--- config.mk ---
export PLATFORM = sky130hd
export DESIGN_NAME = rpe_queue
export DESIGN_NICKNAME = d
export VERILOG_FILES = /design/src/rpe_pkg.sv /design/src/rpe_queue.sv
export SDC_FILE = /design/constraint.sdc
export NUM_CORES = 1
export LEC_CHECK = 0
export BUFFER_PORTS_ARGS = -buffer_cell sky130_fd_sc_hd__buf_2
export CAP_MARGIN = 20
export CORE_ASPECT_RATIO = 0.9
export CORE_UTILIZATION = 51
export CTS_CLUSTER_DIAMETER = 60
export CTS_CLUSTER_SIZE = 12
export DETAILED_ROUTE_END_ITERATION = 8
export PLACE_DENSITY = 0.83
export SLEW_MARGIN = 25
export SYNTH_ARGS = -nofsm -noshare
export SYNTH_HDL_FRONTEND = slang
export SYNTH_SLANG_ARGS = --single-unit
--- constraint.sdc ---
create_clock -name clock -period 2.5 [get_ports clock]
set_input_delay 0.5 -clock clock [delete_from_list [all_inputs] [get_ports clock]]
set_output_delay 0.5 -clock clock [all_outputs]
set_load 0.02 [all_outputs]
--- src/rpe_pkg.sv ---
// rpe_pkg: shared types and constants for the raid4 parity engine
// no dependencies; used by every rtl file of the block
`default_nettype none
package rpe_pkg;

   localparam int OFF_W  = 16;
   localparam int DRV_W  = 4;
   localparam int CNT_W  = 5;
   localparam int BS_W   = 13;
   localparam int BS_MAX = 4096;

   typedef enum logic [1:0] {
      CMD_READ    = 2'd0,
      CMD_WRITE   = 2'd1,
      CMD_REBUILD = 2'd2,
      CMD_NONE    = 2'd3
   } cmd_type;

   typedef enum logic [2:0] {
      CSR_DRIVE_COUNT    = 3'd0,
      CSR_BLOCK_SIZE     = 3'd1,
      CSR_DEGRADED_MODE  = 3'd2,
      CSR_FAILED_DRIVE   = 3'd3,
      CSR_REBUILD_TARGET = 3'd4
   } csr_index_type;

   typedef enum logic [2:0] {
      F_IDLE,
      F_DIV1,
      F_DIV2,
      F_MUL1,
      F_MUL2,
      F_PUSH
   } front_state_type;

   typedef enum logic [3:0] {
      B_IDLE,
      B_DISPATCH,
      B_RD,
      B_WR_OLD,
      B_WR_PAR,
      B_WR_FIN,
      B_SWEEP,
      B_DRAIN,
      B_FINAL,
      B_RESP
   } back_state_type;

   // classified transaction handed from front to back
   typedef struct packed {
      cmd_type           cmd;
      logic              err;
      logic [DRV_W-1:0]  drv;
      logic [OFF_W-1:0]  off;
      logic [7:0]        wb;
   } item_type;

endpackage
`default_nettype wire

--- src/rpe_queue.sv ---
// rpe_queue: two-entry fifo of classified transactions
// uses rpe_pkg
`default_nettype none
module rpe_queue (
   input  wire logic               clock,
   input  wire logic               reset,
   input  wire logic               push,
   input  wire rpe_pkg::item_type  push_item,
   input  wire logic               pop,
   output logic                    full,
   output logic                    empty,
   output rpe_pkg::item_type       head
);
   rpe_pkg::item_type  ent_ff [2];
   logic               wp_ff, wp_in, rp_ff, rp_in;
   logic [1:0]         cnt_ff, cnt_in;

   always_comb begin
      wp_in  = push ? ~wp_ff : wp_ff;
      rp_in  = pop  ? ~rp_ff : rp_ff;
      cnt_in = cnt_ff + {1'b0, push} - {1'b0, pop};
   end

   always_ff @(posedge clock) begin
      if (reset) begin
         wp_ff  <= 1'b0;
         rp_ff  <= 1'b0;
         cnt_ff <= '0;
      end else begin
         wp_ff  <= wp_in;
         rp_ff  <= rp_in;
         cnt_ff <= cnt_in;
      end
      if (push) ent_ff[wp_ff] <= push_item;
   end

   assign full  = cnt_ff == 2'd2;
   assign empty = cnt_ff == 2'd0;
   assign head  = ent_ff[rp_ff];
endmodule
`default_nettype wire

# [Word-level counts from Yosys, hierarchy flattened]
# Memory sizes are Yosys's and may differ from the RTL's. A register that Yosys moved wholly into a read port is not among the register bits.
# Cells that the tools add are included.
[word_totals] ff_bits=4 latchBits=0 ramBits=62 rom_bits=0 inputBits=35 elab_cells=14 n_memories=1
[op_classes] addsub=2 n_mul=0 n_div=0 order_cmp=0 n_eq_ne=1 n_shift=0 mux=4 bitwise=2 n_reduce_logical=1
[memory_table] name="ent_ff" depth=2 word_bits=31 rd=1 rd_clocked_by_memory_dff=1 write_ports=1 line="rpe_queue.sv:14" text="rpe_pkg::item_type ent_ff [2];"
[op_table] op="1-bit two-way mux" count=4
[op_table] op="2-bit by 1-bit adder with 2-bit output" count=1
[op_table] op="2-bit == test (second input constant)" count=1
[op_table] op="2-bit zero test" count=1
[op_table] op="1-bit NOT" count=2
[op_table] op="2-bit by 1-bit subtractor with 2-bit output" count=1

# [Logic depth before layout (Yosys ltp)]
# Gate-level depths: netlist of run 1.
[logic_depth] word_depth=3 mapped_depth=6 depth_no_buf=6

# [Worst setup path after synthesis of run 1]
# Ideal clock, no wire load.
[synth_timing] kind="input-to-reg" start="input port push" end="memory ent_ff[0][0] in the netlist's numbering, enable pin" setup_time_ns=0.423 t_arrival_ns=1.905 required_ns=2.077 path_slack_ns=0.172 cell_stages=1 path_buffers=0 path_cell_list="nor2b_1"
[synth_via] elab_chain_cells=2
[synth_rtl] element="from (decl)" line="rpe_queue.sv:7" text="input wire logic push,"
[synth_rtl] element="1-bit two-way mux" line="rpe_queue.sv:34" text="if (push) ent_ff[wp_ff] <= push_item;"
[synth_rtl] element="1-bit two-way mux (implied by the code)" line="rpe_queue.sv:34"
[synth_rtl] element="to (decl)" line="rpe_queue.sv:14"
# No other way between the ends.

==> results of run 1 <==
metal layers:
| metal | GRT usage | wire length, um | share of wire | vias to the layer above |
|---|---|---|---|---|
| li1 | - | - | - | 611 |
| met1 | 0.183 | 1550 | 0.39 | 622 |
| met2 | 0.306 | 2160 | 0.54 | 36 |
| met3 | 0.0604 | 196 | 0.049 | 10 |
| met4 | 0.104 | 81 | 0.020 | 0 |
| met5 | 0 | 0 | 0 | - |
cells in the final DEF, fill, tap and decap left out, drive strengths merged, types with 2 or more instances in the layout:
cell type / netlist / layout
edfxtp: 62 / 62
nor2: 5 / 5
xnor2: 2 / 2
ha: 2 / 2
nor2b: 3 / 3
clkbuf: 0 / 11
buf: 3 / 73
bufinv: 0 / 4
dfxtp: 5 / 5
mux2: 31 / 31
inv: 2 / 2
how the worst min path moves through the flow:
stage,slack (ns),end,from
3_5_place_dp,0.51,rp_ff,rp_ff
3_3_place_gp,0.50,rp_ff,rp_ff
5_1_grt,0.33,ent_ff[1][8],push_item[8]
6_report,0.35,ent_ff[1][20],push_item[20]
4_1_cts,0.34,ent_ff[0][22],push_item[22]
2_1_floorplan,0.48,flop,rp_ff
state kept, by name, summed over array words and instances (netlist names), named ones only:
register / count
wp_ff: 1
cnt_ff: 2
rp_ff: 1
ent_ff: 62
logic make-up (layout without fill, tap and decap cells):
kind of cell | Yosys count | in the layout | share of synthesized area
flip-flops | 67 | 67 | 0.797
multiplexers | 31 | 31 | 0.142
AND/OR/NAND/NOR | 9 | 9 | 0.0178
buffers and inverters | 5 | 91 | 0.0168
XOR/XNOR | 3 | 3 | 0.0163
adder cells (fa/ha/maj) | 2 | 2 | 0.0102
power groups by stage:
stage	Combinational (W)	Clock (W)	Sequential [W]
after floorplan	0.000233	0	0.00135
after global placement	0.000343	0	0.00135
after detailed placement	0.000354	0	0.00135
after CTS	0.000355	0.00116	0.00133
after global routing	0.000381	0.00121	0.00134
final	0.000350	0.00114	0.00133
stage by stage:
| step | hold WS [ns] | cell area [um2] | util |
|---|---|---|---|
| 2_1_floorplan | 0.480 | 2460 | - |
| 3_3_place_gp | 0.501 | 2890 | 0.635 |
| 3_5_place_dp | 0.510 | 2890 | 0.635 |
| 4_1_cts | 0.340 | 3140 | 0.692 |
| 5_1_grt | 0.329 | 3140 | 0.692 |
| 6_report | 0.354 | 3140 | 0.692 |
cell type report:
type	instances	area [um2]
Clock buffer	11	131
Clock inverter	5	125
Fill cell	313	1400
Inverter	2	7.51
Multi-Input combinational cell	45	460
Sequential cell	67	1960
Tap cell	62	77.6
Timing Repair Buffer	73	380
==> run metrics, run 1 <==
Ant. Diodes=0; CP Launch Type=flop; final count of hold timing violations=0; cell internal pwr=0.00222 W; delay of the slowest cell on the worst path=0.37 ns; category of cells accounting for the largest share of critical-path delay=buffers and inverters; wire length reported by the detailed router=3.99 mm; relative slew slack=0.826; final worst path period need=1.96 ns; Required @ worst endpoint=2.00 ns; reg2reg setup slack=1.26 ns; max-cap violations=0; weighted congestion at the end of routability-driven global placement=0.671; share of layout cells above drive strength 1=0.586; end of the worst register-to-register path=cnt_ff[1]; residual overflow from global routing=0; most frequently used flop master after synthesis=sky130_fd_sc_hd__edfxtp_1; vertical die dimension=67.9 um; clock tree root driver cell=sky130_fd_sc_hd__clkbuf_8; global routing usage summed across all routing layers=0.175; Worst Tran Pin Value=0.261 ns; number of synthesized register bits=67; first-pass iteration count of the detailed router=5; final layout net count=235; final worst clock skew=0.00590 ns; number of cell instances on the worst register-to-register path=6; area fraction of the dominant cell type after synthesis=0.756; TritonCTS Sinks=67; Max Buffers Root-to-Sink=2; top post-synthesis cells by count=sky130_fd_sc_hd__edfxtp_1, sky130_fd_sc_hd__mux2_2, sky130_fd_sc_hd__dfxtp_1, sky130_fd_sc_hd__nor2_1; Net Sw Frac=0.213; final slew viol count=0; Die Width=75.2 um; CTS clk-pin slew, worst paths=0.07 ns; routed len/inst=15.1 um; crit path capture=head[1]; Critical Path Slowest Stage Cell=sky130_fd_sc_hd__mux2_2; initial detailed-routing violation count=45; number of nets in the synthesized netlist=154; DPL Wire Length=2.75 mm; number of flops mapped to enable cells by yosys=62; initial cell density of the core=0.541; most numerous cell in the Yosys netlist=sky130_fd_sc_hd__edfxtp_1; hold path cells=1; endpoint arrival time on the critical path=1.46 ns; Yosys warning total=0; Yosys cell types=11; final worst slack=0.536 ns; number of vias in the routed layout=1279; Worst Setup End Kind=primary output; TritonCTS clock tree=done; Lkg Pwr=1.22 nW; quantity of I/O buffers inserted on ports=67; CP max FO=19; post-synthesis to final-layout area growth=27.8%; number of instances in the synthesized netlist=117; final routed DRC violation total=0; post-detailed-route count of antenna-violating nets=0; power density cells=898 nW/um2; post-layout instance count excluding filler cells=265; total of hold buffers inserted after clock tree synthesis=0; Synth async-reset ratio=0; top area cells in the synthesized netlist=sky130_fd_sc_hd__edfxtp_1, sky130_fd_sc_hd__mux2_2, sky130_fd_sc_hd__dfxtp_1; Core Box Area=4550 um2; number of instances resized during post-cts repair=0; number of levels the H-tree was split into=3; total clock buffers created by CTS=9; logic gate share of total power=0.124; min-delay worst type=input port to flop; maximum vdd ir drop=0.000646 V; dpl cells=249; Final setup viols=0; worst path buffer plus inverter count=2; post-placement setup slack=0.866 ns; largest net degree at the start of global routing=20; syn avg cell area=21.0 um2; Final Total Pwr=0.00282 W; area of the die=5110 um2; startpoint of the worst register-to-register path=cnt_ff[0]; first-pass GRT wire length=6.00 mm; post-synthesis instance area=2460 um2; Levels on crit path=3; worst path cell trace=buf_4 > mux2_2 > buf_2; switching pwr=0.000600 W; Setup Total Neg Slack=0 ns; post-synth top area cell=sky130_fd_sc_hd__edfxtp_1; worst-skew pair later-pin latency=0.33 ns; register area share after synthesis=0.797; setup repair bufs after CTS=0; number of cell rows=23; number of antenna violations at the first check in global routing=0; Max Clock Freq=0.509 GHz; I/O Pins=68; critical path start-end classification=flop to primary output; via count of the first global-routing pass=1306; final cycle utilization of the critical path=0.786; unrepaired setup endpoints after global routing=no; outcome=complete, no violations; DR vias/cell=4.83; share of total power in sequential cells=0.471; share of power burned in the clock network=0.405
Note: power is estimated with default switching activity, not from simulation.
==> run 2: changes to the inputs <==
==> constraint.sdc (replaced) <==
create_clock -name clock -period 1.93 [get_ports clock]
set_input_delay 0.386 -clock clock [delete_from_list [all_inputs] [get_ports clock]]
set_output_delay 0.386 -clock clock [all_outputs]
set_load 0.02 [all_outputs]
==> run metrics, run 2 (synthesis results as in run 1) <==
outcome=complete, no violations; first-pass iteration count of the detailed router=4; cell area after placement=2900 um2; DPL Wire Length=2.78 mm; final layout net count=235; vertical die dimension=67.9 um; largest net degree at the start of global routing=21; residual overflow from global routing=0; reg2reg setup slack=0.70 ns; total clock buffers created by CTS=9; endpoint of the worst hold path=ent_ff[1][23]; post-synthesis to final-layout area growth=24.6%; Core Box Area=4550 um2; initial cell density of the core=0.541; Worst Setup End Kind=primary output; clock tree root driver cell=sky130_fd_sc_hd__clkbuf_8; quantity of I/O buffers inserted on ports=67; routed len/inst=15.1 um; unrepaired setup endpoints after global routing=no; weighted congestion at the end of routability-driven global placement=0.618; Die Width=75.2 um; maximum vdd ir drop=0.000600 V; area of the die=5110 um2; final worst clock skew=0.00442 ns; Lkg Pwr=1.19 nW; relative slew slack=0.811; Max Clock Freq=0.544 GHz; number of levels the H-tree was split into=3; Final setup viols=0; worst path cell trace=buf_12 > mux2_2 > buf_2; final count of hold timing violations=0; startpoint of the worst register-to-register path=cnt_ff[0]; fill cell total of the finished layout=344; DR vias/cell=4.82; I/O Pins=68; Worst Tran Pin Value=0.283 ns; number of cell instances on the worst register-to-register path=6; CP Launch Type=flop; final cycle utilization of the critical path=0.953; final slew viol count=0; post-layout instance count excluding filler cells=265; min-delay worst type=input port to flop; critical path start-end classification=flop to primary output; endpoint arrival time on the critical path=1.45 ns; register bank with the most flops=ent_ff; final worst path period need=1.84 ns; dpl cells=249; global routing usage summed across all routing layers=0.172; CTS clk-pin slew, worst paths=0.07 ns; worst hold slack after final layout=0.244 ns; most used cells in the layout excluding fill and tap cells=sky130_fd_sc_hd__buf_2, sky130_fd_sc_hd__edfxtp_1, sky130_fd_sc_hd__mux2_2; Required @ worst endpoint=1.54 ns; TritonCTS clock tree=done; initial detailed-routing violation count=59; CP max FO=20; first-pass GRT wire length=5.93 mm; number of vias in the routed layout=1278; TritonCTS Sinks=67; cell area after layout=3070 um2; max-cap violations=0; post-detailed-route count of antenna-violating nets=0; Max Buffers Root-to-Sink=2; number of antenna violations at the first check in global routing=0; registers with the highest flip-flop counts=ent_ff x62, cnt_ff x2; wire length reported by the detailed router=4.01 mm; delay of the slowest cell on the worst path=0.42 ns; power density cells=1020 nW/um2; max FFs per register=62; end of the worst register-to-register path=cnt_ff[1]; number of cell rows=23; Critical Path Slowest Stage Cell=sky130_fd_sc_hd__dfxtp_2; hold path cells=1; Setup Total Neg Slack=0 ns; via count of the first global-routing pass=1346; share of layout cells above drive strength 1=0.586; worst-skew pair later-pin latency=0.33 ns; setup repair bufs after CTS=0; hold_sp=push_item[23]; Ant. Diodes=0; most common cell after layout, fill and taps aside=sky130_fd_sc_hd__buf_2; final routed DRC violation total=0
[run 2: cell types whose count changed in the layout (fill, tap and decap cells not counted), sizes merged]
| cell | previous run | this run |
|---|---|---|
| clkbuf | 11 | 13 |
| bufinv | 4 | 0 |
| clkinv | 1 | 3 |
[run 2: routing by layer]
metal / vias to the layer above / global-route usage / routed length [um]
met4: 0 / 0.127 / 116
met3: 11 / 0.0545 / 266
li1: 608 / - / -
met1: 607 / 0.185 / 1650
met2: 52 / 0.285 / 1970
met5: - / 0 / 0
[run 2: where the power goes]
group / leakage (nW) / internal (W) / switching (W)
clock: 0.0872 / 0.000496 / 0.000461
sequential: 0.624 / 0.00169 / 0.0000325
combinational: 0.475 / 0.000203 / 0.000252
total: 1.19 / 0.00239 / 0.000745
[run 2: worst max-delay path by stage]
| stage | to | slack (ns) | depth (start not counted) |
|---|---|---|---|
| 5_1_grt | head[22] | 0.03 | 3 |
| 3_3_place_gp | head[0] | 0.33 | 3 |
| 6_report | head[22] | 0.09 | 3 |
| 2_1_floorplan | ent_ff[0][0] | 0.29 | 1 |
| 4_1_cts | head[22] | 0.07 | 3 |
| 3_5_place_dp | head[22] | 0.31 | 3 |
[run 2: repair_timing]
action	4_1_cts	5_1_grt
hold buffers	0	0
resized for setup	1	0
endpoints found under the setup margin	26	0
endpoints found under the hold margin	0	0
[run 2: final cells by class]
class / instances / area, um2 / area share
clock buffer: 13 / 149 / 0.0486
clock inverter: 3 / 15.0 / 0.00490
inverter: 2 / 7.51 / 0.00245
multi-input combinational: 45 / 460 / 0.150
sequential: 67 / 1960 / 0.640
tap: 62 / 77.6 / 0.0253
timing repair buffer: 73 / 393 / 0.128
[run 2: through the flow]
stage,worst slack [ns],power [W],util
after floorplan,0.291,0.00205,-
after global placement,0.333,0.00220,0.638
after detailed placement,0.312,0.00222,0.638
after CTS,0.0685,0.00318,0.674
after global routing,0.0255,0.00326,0.674
final,0.0906,0.00314,0.674
[run 2: critical path: cells and delay by family (launching register included)]
kind	cells	cell delay (ns)
DFF	1	0.42
buffers and inverters	2	0.35
muxes	1	0.35
