### config.mk
export PLATFORM = sky130hd
export DESIGN_NAME = rpe_front
export DESIGN_NICKNAME = d
export VERILOG_FILES = /design/src/rpe_pkg.sv /design/src/rpe_divider.sv /design/src/rpe_front.sv
export SDC_FILE = /design/constraint.sdc
export NUM_CORES = 1
export LEC_CHECK = 0
export ABC_AREA = 0
export BUFFER_PORTS_ARGS = -buffer_cell sky130_fd_sc_hd__buf_4
export CAP_MARGIN = 20
export CORE_MARGIN = 3
export CORE_UTILIZATION = 30
export DETAILED_ROUTE_END_ITERATION = 10
export PLACE_DENSITY = 0.54
export SLEW_MARGIN = 15
export SYNTH_ARGS = -nofsm -noshare
export SYNTH_HDL_FRONTEND = slang
export SYNTH_SLANG_ARGS = --single-unit
### constraint.sdc
create_clock -name clock -period 11.9 [get_ports clock]
set_input_delay 1.19 -clock clock [delete_from_list [all_inputs] [get_ports clock]]
set_output_delay 1.19 -clock clock [all_outputs]
set_load 0.02 [all_outputs]
### src/rpe_pkg.sv
// rpe_pkg: shared types and constants for the raid4 parity engine
// no dependencies; used by every rtl file of the block
`default_nettype none
package rpe_pkg;

   localparam int OFF_W  = 16;
   localparam int DRV_W  = 4;
   localparam int CNT_W  = 5;
   localparam int BS_W   = 13;
   localparam int BS_MAX = 4096;

   typedef enum logic [1:0] {
      CMD_READ    = 2'd0,
      CMD_WRITE   = 2'd1,
      CMD_REBUILD = 2'd2,
      CMD_NONE    = 2'd3
   } cmd_type;

   typedef enum logic [2:0] {
      CSR_DRIVE_COUNT    = 3'd0,
      CSR_BLOCK_SIZE     = 3'd1,
      CSR_DEGRADED_MODE  = 3'd2,
      CSR_FAILED_DRIVE   = 3'd3,
      CSR_REBUILD_TARGET = 3'd4
   } csr_index_type;

   typedef enum logic [2:0] {
      F_IDLE,
      F_DIV1,
      F_DIV2,
      F_MUL1,
      F_MUL2,
      F_PUSH
   } front_state_type;

   typedef enum logic [3:0] {
      B_IDLE,
      B_DISPATCH,
      B_RD,
      B_WR_OLD,
      B_WR_PAR,
      B_WR_FIN,
      B_SWEEP,
      B_DRAIN,
      B_FINAL,
      B_RESP
   } back_state_type;

   // classified transaction handed from front to back
   typedef struct packed {
      cmd_type           cmd;
      logic              err;
      logic [DRV_W-1:0]  drv;
      logic [OFF_W-1:0]  off;
      logic [7:0]        wb;
   } item_type;

endpackage
`default_nettype wire

### src/rpe_divider.sv
// rpe_divider: restoring divider, one quotient bit per cycle
// 16-bit dividend, 13-bit divisor (divisor at most 4096); uses rpe_pkg
`default_nettype none
module rpe_divider (
   input  wire logic                         clock,
   input  wire logic                         reset,
   input  wire logic                         start,
   input  wire logic [15:0]                  dividend,
   input  wire logic [rpe_pkg::BS_W-1:0]     divisor,
   output logic                              done,
   output logic [15:0]                       quotient,
   output logic [rpe_pkg::BS_W-1:0]          remainder
);
   logic [15:0]               quo_ff, quo_in;
   logic [rpe_pkg::BS_W-1:0]  rem_ff, rem_in, div_ff, div_in;
   logic [3:0]                cnt_ff, cnt_in;
   logic                      run_ff, run_in, done_ff, done_in;
   logic [rpe_pkg::BS_W-1:0]  trial;
   logic                      ge;

   // remainder stays below 4096, so its low 12 bits plus the next bit fit
   assign trial = {rem_ff[rpe_pkg::BS_W-2:0], quo_ff[15]};
   assign ge    = trial >= div_ff;

   always_comb begin
      quo_in  = quo_ff;
      rem_in  = rem_ff;
      div_in  = div_ff;
      cnt_in  = cnt_ff;
      run_in  = run_ff;
      done_in = 1'b0;
      if (start) begin
         quo_in = dividend;
         rem_in = '0;
         div_in = divisor;
         cnt_in = '0;
         run_in = 1'b1;
      end else if (run_ff) begin
         quo_in = {quo_ff[14:0], ge};
         rem_in = ge ? trial - div_ff : trial;
         cnt_in = cnt_ff + 4'd1;
         if (cnt_ff == 4'd15) begin
            run_in  = 1'b0;
            done_in = 1'b1;
         end
      end
   end

   always_ff @(posedge clock) begin
      if (reset) begin
         run_ff  <= 1'b0;
         done_ff <= 1'b0;
         cnt_ff  <= '0;
      end else begin
         run_ff  <= run_in;
         done_ff <= done_in;
         cnt_ff  <= cnt_in;
      end
      quo_ff <= quo_in;
      rem_ff <= rem_in;
      div_ff <= div_in;
   end

   assign done      = done_ff;
   assign quotient  = quo_ff;
   assign remainder = rem_ff;
endmodule
`default_nettype wire

### src/rpe_front.sv
// rpe_front: accepts commands, maps logical addresses to drive and offset
// uses rpe_pkg and rpe_divider
`default_nettype none
module rpe_front #(
   parameter int DRIVE_BYTES = 4096
) (
   input  wire logic                       clock,
   input  wire logic                       reset,
   input  wire logic                       start,
   input  wire logic [1:0]                 command,
   input  wire logic [15:0]                address,
   input  wire logic [7:0]                 write_byte,
   input  wire logic [rpe_pkg::CNT_W-1:0]  n_eff,
   input  wire logic [rpe_pkg::BS_W-1:0]   bs_eff,
   input  wire logic                       q_full,
   output logic                            busy,
   output logic                            q_push,
   output rpe_pkg::item_type               q_item
);
   localparam int PROD_W = 30;

   rpe_pkg::front_state_type   state_ff, state_in;
   rpe_pkg::cmd_type           cmd_ff, cmd_in;
   logic [7:0]                 wb_ff, wb_in;
   logic [rpe_pkg::BS_W-1:0]   bs_ff, bs_in;
   logic [rpe_pkg::DRV_W-1:0]  nd_ff, nd_in;
   logic [PROD_W-1:0]          lim_ff, lim_in;
   logic [15:0]                q1_ff, q1_in, q2_ff, q2_in;
   logic [rpe_pkg::BS_W-1:0]   r1_ff, r1_in;
   logic [rpe_pkg::DRV_W-1:0]  drv_ff, drv_in;
   logic [PROD_W-1:0]          off_ff, off_in;
   logic                       err_ff, err_in;
   logic                       div_start, div_done;
   logic [15:0]                div_dividend, div_quo;
   logic [rpe_pkg::BS_W-1:0]   div_divisor, div_rem;
   logic [rpe_pkg::DRV_W-1:0]  nd_new;
   logic [PROD_W-1:0]          cap_prod;

   assign nd_new   = rpe_pkg::DRV_W'(n_eff - rpe_pkg::CNT_W'(1));
   // end of this block, compared against the capacity of the data drives
   assign cap_prod = PROD_W'(({1'b0, q1_ff} + 17'd1) * bs_ff);

   rpe_divider u_div (
      .clock     (clock),
      .reset     (reset),
      .start     (div_start),
      .dividend  (div_dividend),
      .divisor   (div_divisor),
      .done      (div_done),
      .quotient  (div_quo),
      .remainder (div_rem)
   );

   always_comb begin
      state_in = state_ff;
      cmd_in   = cmd_ff;
      wb_in    = wb_ff;
      bs_in    = bs_ff;
      nd_in    = nd_ff;
      lim_in   = lim_ff;
      q1_in    = q1_ff;
      q2_in    = q2_ff;
      r1_in    = r1_ff;
      drv_in   = drv_ff;
      off_in   = off_ff;
      err_in   = err_ff;
      case (state_ff)
         rpe_pkg::F_IDLE: begin
            if (start) begin
               cmd_in  = rpe_pkg::cmd_type'(command);
               wb_in   = write_byte;
               bs_in   = bs_eff;
               nd_in   = nd_new;
               lim_in  = PROD_W'(nd_new * DRIVE_BYTES);
               drv_in  = '0;
               off_in  = PROD_W'(address);
               if (command == rpe_pkg::CMD_READ || command == rpe_pkg::CMD_WRITE) begin
                  err_in   = 1'b0;
                  state_in = rpe_pkg::F_DIV1;
               end else begin
                  err_in   = (command == rpe_pkg::CMD_REBUILD) &&
                             ({1'b0, address} >= 17'(DRIVE_BYTES));
                  state_in = rpe_pkg::F_PUSH;
               end
            end
         end
         rpe_pkg::F_DIV1: begin
            if (div_done) begin
               q1_in    = div_quo;
               r1_in    = div_rem;
               state_in = rpe_pkg::F_DIV2;
            end
         end
         rpe_pkg::F_DIV2: begin
            if (div_done) begin
               q2_in    = div_quo;
               drv_in   = div_rem[rpe_pkg::DRV_W-1:0];
               state_in = rpe_pkg::F_MUL1;
            end
         end
         rpe_pkg::F_MUL1: begin
            off_in   = PROD_W'(q2_ff * bs_ff) + PROD_W'(r1_ff);
            state_in = rpe_pkg::F_MUL2;
         end
         rpe_pkg::F_MUL2: begin
            err_in   = (cap_prod > lim_ff) || (off_ff >= PROD_W'(DRIVE_BYTES));
            state_in = rpe_pkg::F_PUSH;
         end
         rpe_pkg::F_PUSH: begin
            if (!q_full) state_in = rpe_pkg::F_IDLE;
         end
         default: state_in = rpe_pkg::F_IDLE;
      endcase
   end

   always_comb begin
      div_start    = 1'b0;
      div_dividend = div_quo;
      div_divisor  = rpe_pkg::BS_W'(nd_ff);
      q_push       = 1'b0;
      case (state_ff)
         rpe_pkg::F_IDLE: begin
            div_dividend = address;
            div_divisor  = bs_eff;
            div_start    = start && (command == rpe_pkg::CMD_READ ||
                                     command == rpe_pkg::CMD_WRITE);
         end
         rpe_pkg::F_DIV1: div_start = div_done;
         rpe_pkg::F_PUSH: q_push = !q_full;
         default: ;
      endcase
   end

   assign busy        = state_ff != rpe_pkg::F_IDLE;
   assign q_item.cmd  = cmd_ff;
   assign q_item.err  = err_ff;
   assign q_item.drv  = drv_ff;
   assign q_item.off  = off_ff[rpe_pkg::OFF_W-1:0];
   assign q_item.wb   = wb_ff;

   always_ff @(posedge clock) begin
      if (reset) begin
         state_ff <= rpe_pkg::F_IDLE;
      end else begin
         state_ff <= state_in;
      end
      cmd_ff  <= cmd_in;
      wb_ff   <= wb_in;
      bs_ff   <= bs_in;
      nd_ff   <= nd_in;
      lim_ff  <= lim_in;
      q1_ff   <= q1_in;
      q2_ff   <= q2_in;
      r1_ff   <= r1_in;
      drv_ff  <= drv_in;
      off_ff  <= off_in;
      err_ff  <= err_in;
   end
endmodule
`default_nettype wire

* Word-level counts from Yosys, hierarchy flattened
Index checks and enable logic that the tools add are counted.
** Storage, ports and cells
- Bits in registers :: 158
- Input bits :: 48
- Output and inout port bits :: 33
- Logic and storage cells :: 90
** Cells by class
- $add $sub $neg :: 5
- Multipliers :: 2
- $lt $le $gt $ge :: 4
- Eq/ne operators :: 13
- Mux-type cells :: 25
- Bitwise operators :: 1
- Reduce and logical (&&, ||, !) cells :: 22
** Operators with widths (number)
- one-hot mux 30 bit (2 select lines) :: 1
- two-way mux 16 bit :: 3
- adder 29 x 13 -> 30 bit :: 1
- greater-or-equal comparator 30 x 13 -> 1 bit, second input constant :: 1
- greater-than comparator 30 x 16 -> 1 bit :: 1
- multiplier 17 x 13 -> 30 bit :: 1
- two-way mux 30 bit :: 1
- multiplier 16 x 13 -> 29 bit :: 1
- one-hot mux 3 bit (6 select lines) :: 1
- adder 16 x 1 -> 17 bit, second input constant :: 1
- greater-or-equal comparator 16 x 13 -> 1 bit, second input constant :: 1
- two-way mux 3 bit :: 5
- greater-or-equal comparator 13 bit :: 1
- two-way mux 13 bit :: 1
- subtractor 13 bit :: 1
- two-way mux 4 bit :: 3
- AND reduction 2 bit :: 6
- one-hot mux 4 bit (2 select lines) :: 1
- nonzero test 2 bit :: 4
- two-way mux 1 bit :: 7
- equality test 3 x 2 -> 1 bit, second input constant :: 2
- equality test 3 bit, second input constant :: 2
- != test 2 x 1 -> 1 bit, second input constant :: 3
- adder 4 x 1 -> 4 bit, second input constant :: 1
- other kinds (18) :: 22

* Longest topological paths before layout
- Word-level depth :: 6
- Depth in mapped cells :: 31
- Mapped depth without buffers :: 30

* By module
From an unflattened synthesis, not the netlist that was laid out.
** Second synthesis, totals
- Cells, all modules :: 2239
- Area, all modules :: 21667.0 um^2
** Modules (own cells, without submodules)
- rpe_front :: instances 1, cells an instance 1998, area an instance 19084.6 um^2, seq. area each 3273.1 um^2
- rpe_divider :: instances 1, cells an instance 241, area an instance 2582.5 um^2, seq. area each 1251.2 um^2

* Least setup slack after synthesis
No wires, ideal clock.
- Path kind :: flip-flop to flip-flop
- Start :: reg q1_ff[0]
- End :: reg err_ff (data pin)
- Arrival time :: 6.962 ns
- Required time :: 11.636 ns
- Path slack :: 4.674 ns
- Cell stages (with the launch flop) :: 32
- Clock period less this slack :: 7.226 ns
- Cells stage by stage :: edfxtp_1 ha_1 nand3_1 nor2_1 xor2_1 clkbuf_1 and2_1 fa_1 inv_1 fa_1 inv_1 fa_1 inv_1 fa_1 fa_1 inv_1 ha_1 buf_2 or4_1 a21oi_1 or2_2 o21bai_1 a21oi_1 xnor2_1 ha_1 and4_1 nand4_1 nor4_1 o2111ai_1 a2111oi_2 o2111a_1 a31oi_1
** On the way
- Cells in the longest elaborated chain, start to end :: 5
** RTL lines
- start: declaration :: RTL line rpe_front.sv:28 : logic [15:0] q1_ff, q1_in, q2_ff, q2_in;
- start signal: assignment :: RTL line rpe_front.sv:152 : q1_ff <= q1_in;
- adder 16 x 1 -> 17 bit :: RTL line rpe_front.sv:41 : assign cap_prod = PROD_W'(({1'b0, q1_ff} + 17'd1) * bs_ff);
- multiplier 17 x 13 -> 30 bit :: RTL line rpe_front.sv:41
- greater-than comparator 30 x 16 -> 1 bit :: RTL line rpe_front.sv:106 : err_in = (cap_prod > lim_ff) || (off_ff >= PROD_W'(DRIVE_BYTES));
- logical OR 1 bit :: RTL line rpe_front.sv:106
- one-hot mux 1 bit (2 select lines) :: RTL line rpe_front.sv:67 : case (state_ff)
- via err_in :: RTL line rpe_front.sv:32 : logic err_ff, err_in;
- end signal: assignment :: RTL line rpe_front.sv:157 : err_ff <= err_in;
- end: declaration :: RTL line rpe_front.sv:32
The timed path passes the listed nets, and every way through them passes these cells.
A chain may end at the register's enable or synchronous reset.

* Worst setup path after layout
Ends and elaborated chain as after synthesis.

==> impl_metrics.env <==
export IMPL_outcome="finished, final reports clean"
export IMPL_finalSetupViolations=0
export IMPL_postSynthCellCount=2274
export IMPL_floorplan_die_width_um=275.3
export IMPL_fin_ws_ns=3.304
export IMPL_synthFlopType="sky130_fd_sc_hd__edfxtp_1"
export IMPL_fin_skew_ns=0.01427
export IMPL_grt_start_max_net_pins=50
export IMPL_clock_root_buffer="sky130_fd_sc_hd__clkbuf_16"
export IMPL_area_of_the_core_sq_mm=0.07173
export IMPL_synth_yosys_warnings=0
export IMPL_cts_sinks=158
export IMPL_globalRouteTotalUtil_pct=14.69
export IMPL_fin_nets=2861
export IMPL_synth_top_area_share_pct=30.36
export IMPL_delay_heaviest_family_cp="adder cells"
export IMPL_clk_pin_slew_worst_paths_ns=0.08
export IMPL_antenna_violating_nets_post_route=0
export IMPL_drive_above_1_share_pct=8.388
export IMPL_worst_setup_path_type="reg2reg"
export IMPL_synth_commonest_cells="sky130_fd_sc_hd__inv_1 (424), sky130_fd_sc_hd__fa_1 (330), sky130_fd_sc_hd__nand2_1 (295)"
export IMPL_cts_made_buffers=17
export IMPL_wl_per_cell_um=16.53
export IMPL_critical_path_endpoint_type="flop"
export IMPL_syn_nets=2847
export IMPL_combined_buffer_and_inverter_count_along_the_critical_path=5
export IMPL_timing_hold_ws_ns=0.4462
export IMPL_max_cap_viols=0
export IMPL_min_delay_startpoint="u_div.remainder[12]$_SDFFE_PP0P_"
export IMPL_finalMaxSlewViolations=0
export IMPL_synth_seq_cells=158
export IMPL_clkLatencyLatePin_ns=0.45
export IMPL_die_h_um=275.3
export IMPL_cts_htree_levels=4
export IMPL_route_detailed_drc=0
export IMPL_tritoncts="done"
export IMPL_arrival_ns=8.77
export IMPL_worstSetupStartpointType="flop"
export IMPL_fmax_mhz=116.3
export IMPL_synth_yosys_seq_area_share_pct=20.79
export IMPL_clockBufferDepth=2
export IMPL_post_synth_main_area_contributors="sky130_fd_sc_hd__fa_1 (30%), sky130_fd_sc_hd__edfxtp_1 (19%), sky130_fd_sc_hd__ha_1 (11%)"
export IMPL_post_cts_resized=0
export IMPL_gp_routability_congestion=0.8571
export IMPL_setup_tns_final_ns=0
export IMPL_critical_path_max_fanout=16
export IMPL_place_hpwl_mm=41.85
export IMPL_vias_per_cell=4.762
export IMPL_syn_cell_area_sq_mm=0.02176
export IMPL_firstDrtPassIters=5
export IMPL_route_final_wire_length_mm=53.75
export IMPL_numPortBuffers=79
export IMPL_cpMaxStageDelayCell="sky130_fd_sc_hd__edfxtp_1"
export IMPL_start_util_pct=30.34
export IMPL_setup_worst_path_start="q1_ff[0]$_DFFE_PP_"
export IMPL_place_area_sq_mm=0.02330
export IMPL_grt_antenna_before_repair=2
export IMPL_fp_dieArea_sq_mm=0.07580
export IMPL_worst_path_most_repeated_cell="sky130_fd_sc_hd__fa_1"
export IMPL_cp_required_ns=12.07
export IMPL_grt_pass1_vias=16550
export IMPL_grt_pass1_wl_mm=88.71
export IMPL_critical_path_max_stage_delay_ns=0.76
export IMPL_yosys_cell_types_count=73
export IMPL_syn_avg_cell_area_sq_um=9.569
export IMPL_timing_worst_slew_pin_value_ns=0.9812
export IMPL_n_antenna_cell=0
export IMPL_synth_area_leader_cell="sky130_fd_sc_hd__fa_1"
export IMPL_finalInstanceArea_sq_mm=0.02392
export IMPL_drt_iter0_markers=985
export IMPL_placement_rows=98
export IMPL_slew_headroom_pct=34.58
export IMPL_pre_cts_ws_ns=3.189
export IMPL_final_period_minus_worst_setup_slack_ns=8.596
export IMPL_timing_final_hold_violations=0
export IMPL_async_reset_ff_share_pct=0
export IMPL_cts_hold_fix_buffers=0
export IMPL_postCtsSetupBuffers=0
export IMPL_worst_r2r_startpoint="q1_ff[0]$_DFFE_PP_"
export IMPL_final_min_period_over_clock_period_pct=72.23
export IMPL_gr_total_overflow=0
export IMPL_ios=81
export IMPL_synth_edf_count=136
export IMPL_holdCritPathClass="reg2reg"
export IMPL_rsz0062_at_grt="false"
export IMPL_routed_via_count=15480
export IMPL_layout_area_overhead_vs_synth_pct=9.901
export IMPL_yosys_cell_count_top_type="sky130_fd_sc_hd__inv_1"
==> layer usage <==
layer | routed length (um) | vias up | global-route usage (%)
li1 | - | 7223 | -
met1 | 24740 | 7880 | 19.84
met2 | 25930 | 325 | 25.13
met3 | 2250 | 52 | 1.843
met4 | 825 | 0 | 3.446
met5 | 0 | - | 0
==> flip-flops by register name, summed over array words and instances, names as in the netlist, 2 cells and up <==
register         flops
bs_ff               13
cmd_ff               2
drv_ff               4
nd_ff                4
off_ff              30
q1_ff               16
q2_ff               16
r1_ff               13
state_ff             3
u_div.cnt_ff         4
u_div.div_ff        13
u_div.quotient      16
u_div.remainder     13
wb_ff                8
==> worst register-to-register path: cells and delay by family, from the launching register on <==
family,cells,cell delay [ns]
AO/OA/AOI/OAI,5,1.13
XOR/XNOR,2,0.23
adder cells (fa/ha/maj),8,3.36
buffers and inverters,5,0.41
flip-flops,1,0.76
AND/OR/NAND/NOR,10,2.45
==> kinds of logic after synthesis <==
family	Yosys count	share of synthesized area [%]
XOR/XNOR	56	2.317
AND/OR/NAND/NOR	709	16.08
multiplexers	32	1.587
flip-flops	158	20.79
AO/OA/AOI/OAI	251	7.848
buffers and inverters	543	9.809
adder cells (fa/ha/maj)	525	41.57
==> layout by cell type (no fill, tap or decap), drive strengths merged, types with 8 or more instances in the layout <==
cell type | synthesis | routed
xor2 | 25 | 25
mux2i | 12 | 12
nor2b | 19 | 19
o21ai | 52 | 52
ha | 195 | 195
a31oi | 8 | 8
nor4 | 11 | 11
xnor2 | 30 | 30
nand3 | 26 | 26
a21oi | 69 | 69
nor2 | 72 | 72
mux2 | 20 | 20
clkbuf | 88 | 17
edfxtp | 136 | 136
nand2b | 16 | 16
and3 | 8 | 8
nand4 | 12 | 12
inv | 424 | 435
o21a | 12 | 12
dfxtp | 22 | 22
nand2 | 295 | 295
and2 | 192 | 192
fa | 330 | 330
nor3 | 26 | 26
a21o | 25 | 25
a211oi | 23 | 23
buf | 31 | 114
or2 | 9 | 9
==> metrics by stage <==
stage	std cells	util, %
finish	3251	33.34
global route	3251	33.34
CTS	3251	33.32
detailed placement	3219	32.48
global placement	3219	32.48
floorplan	2274	-
==> worst paths after layout <==
check	slack, ns	cells after the start	end
hold reg to reg	0.45	0	r1_ff[12]$_DFFE_PP_
hold / removal	0.45	0	r1_ff[12]$_DFFE_PP_
setup reg to reg	3.30	30	err_ff$_DFFE_PP_
setup / recovery	3.30	30	err_ff$_DFFE_PP_
==> area by class of cell <==
type	count	area, sq um
clock buffers	17	425.4
clock inverters	15	178.9
fillers	7330	47820
inverters	424	1592
multi-input cells	1573	15150
flip-flops and latches	158	4524
well taps	950	1189
repair buffers	114	855.8
Power is not shown: default switching activity piles up to over one toggle a cycle in this logic, so the estimate is an artifact.
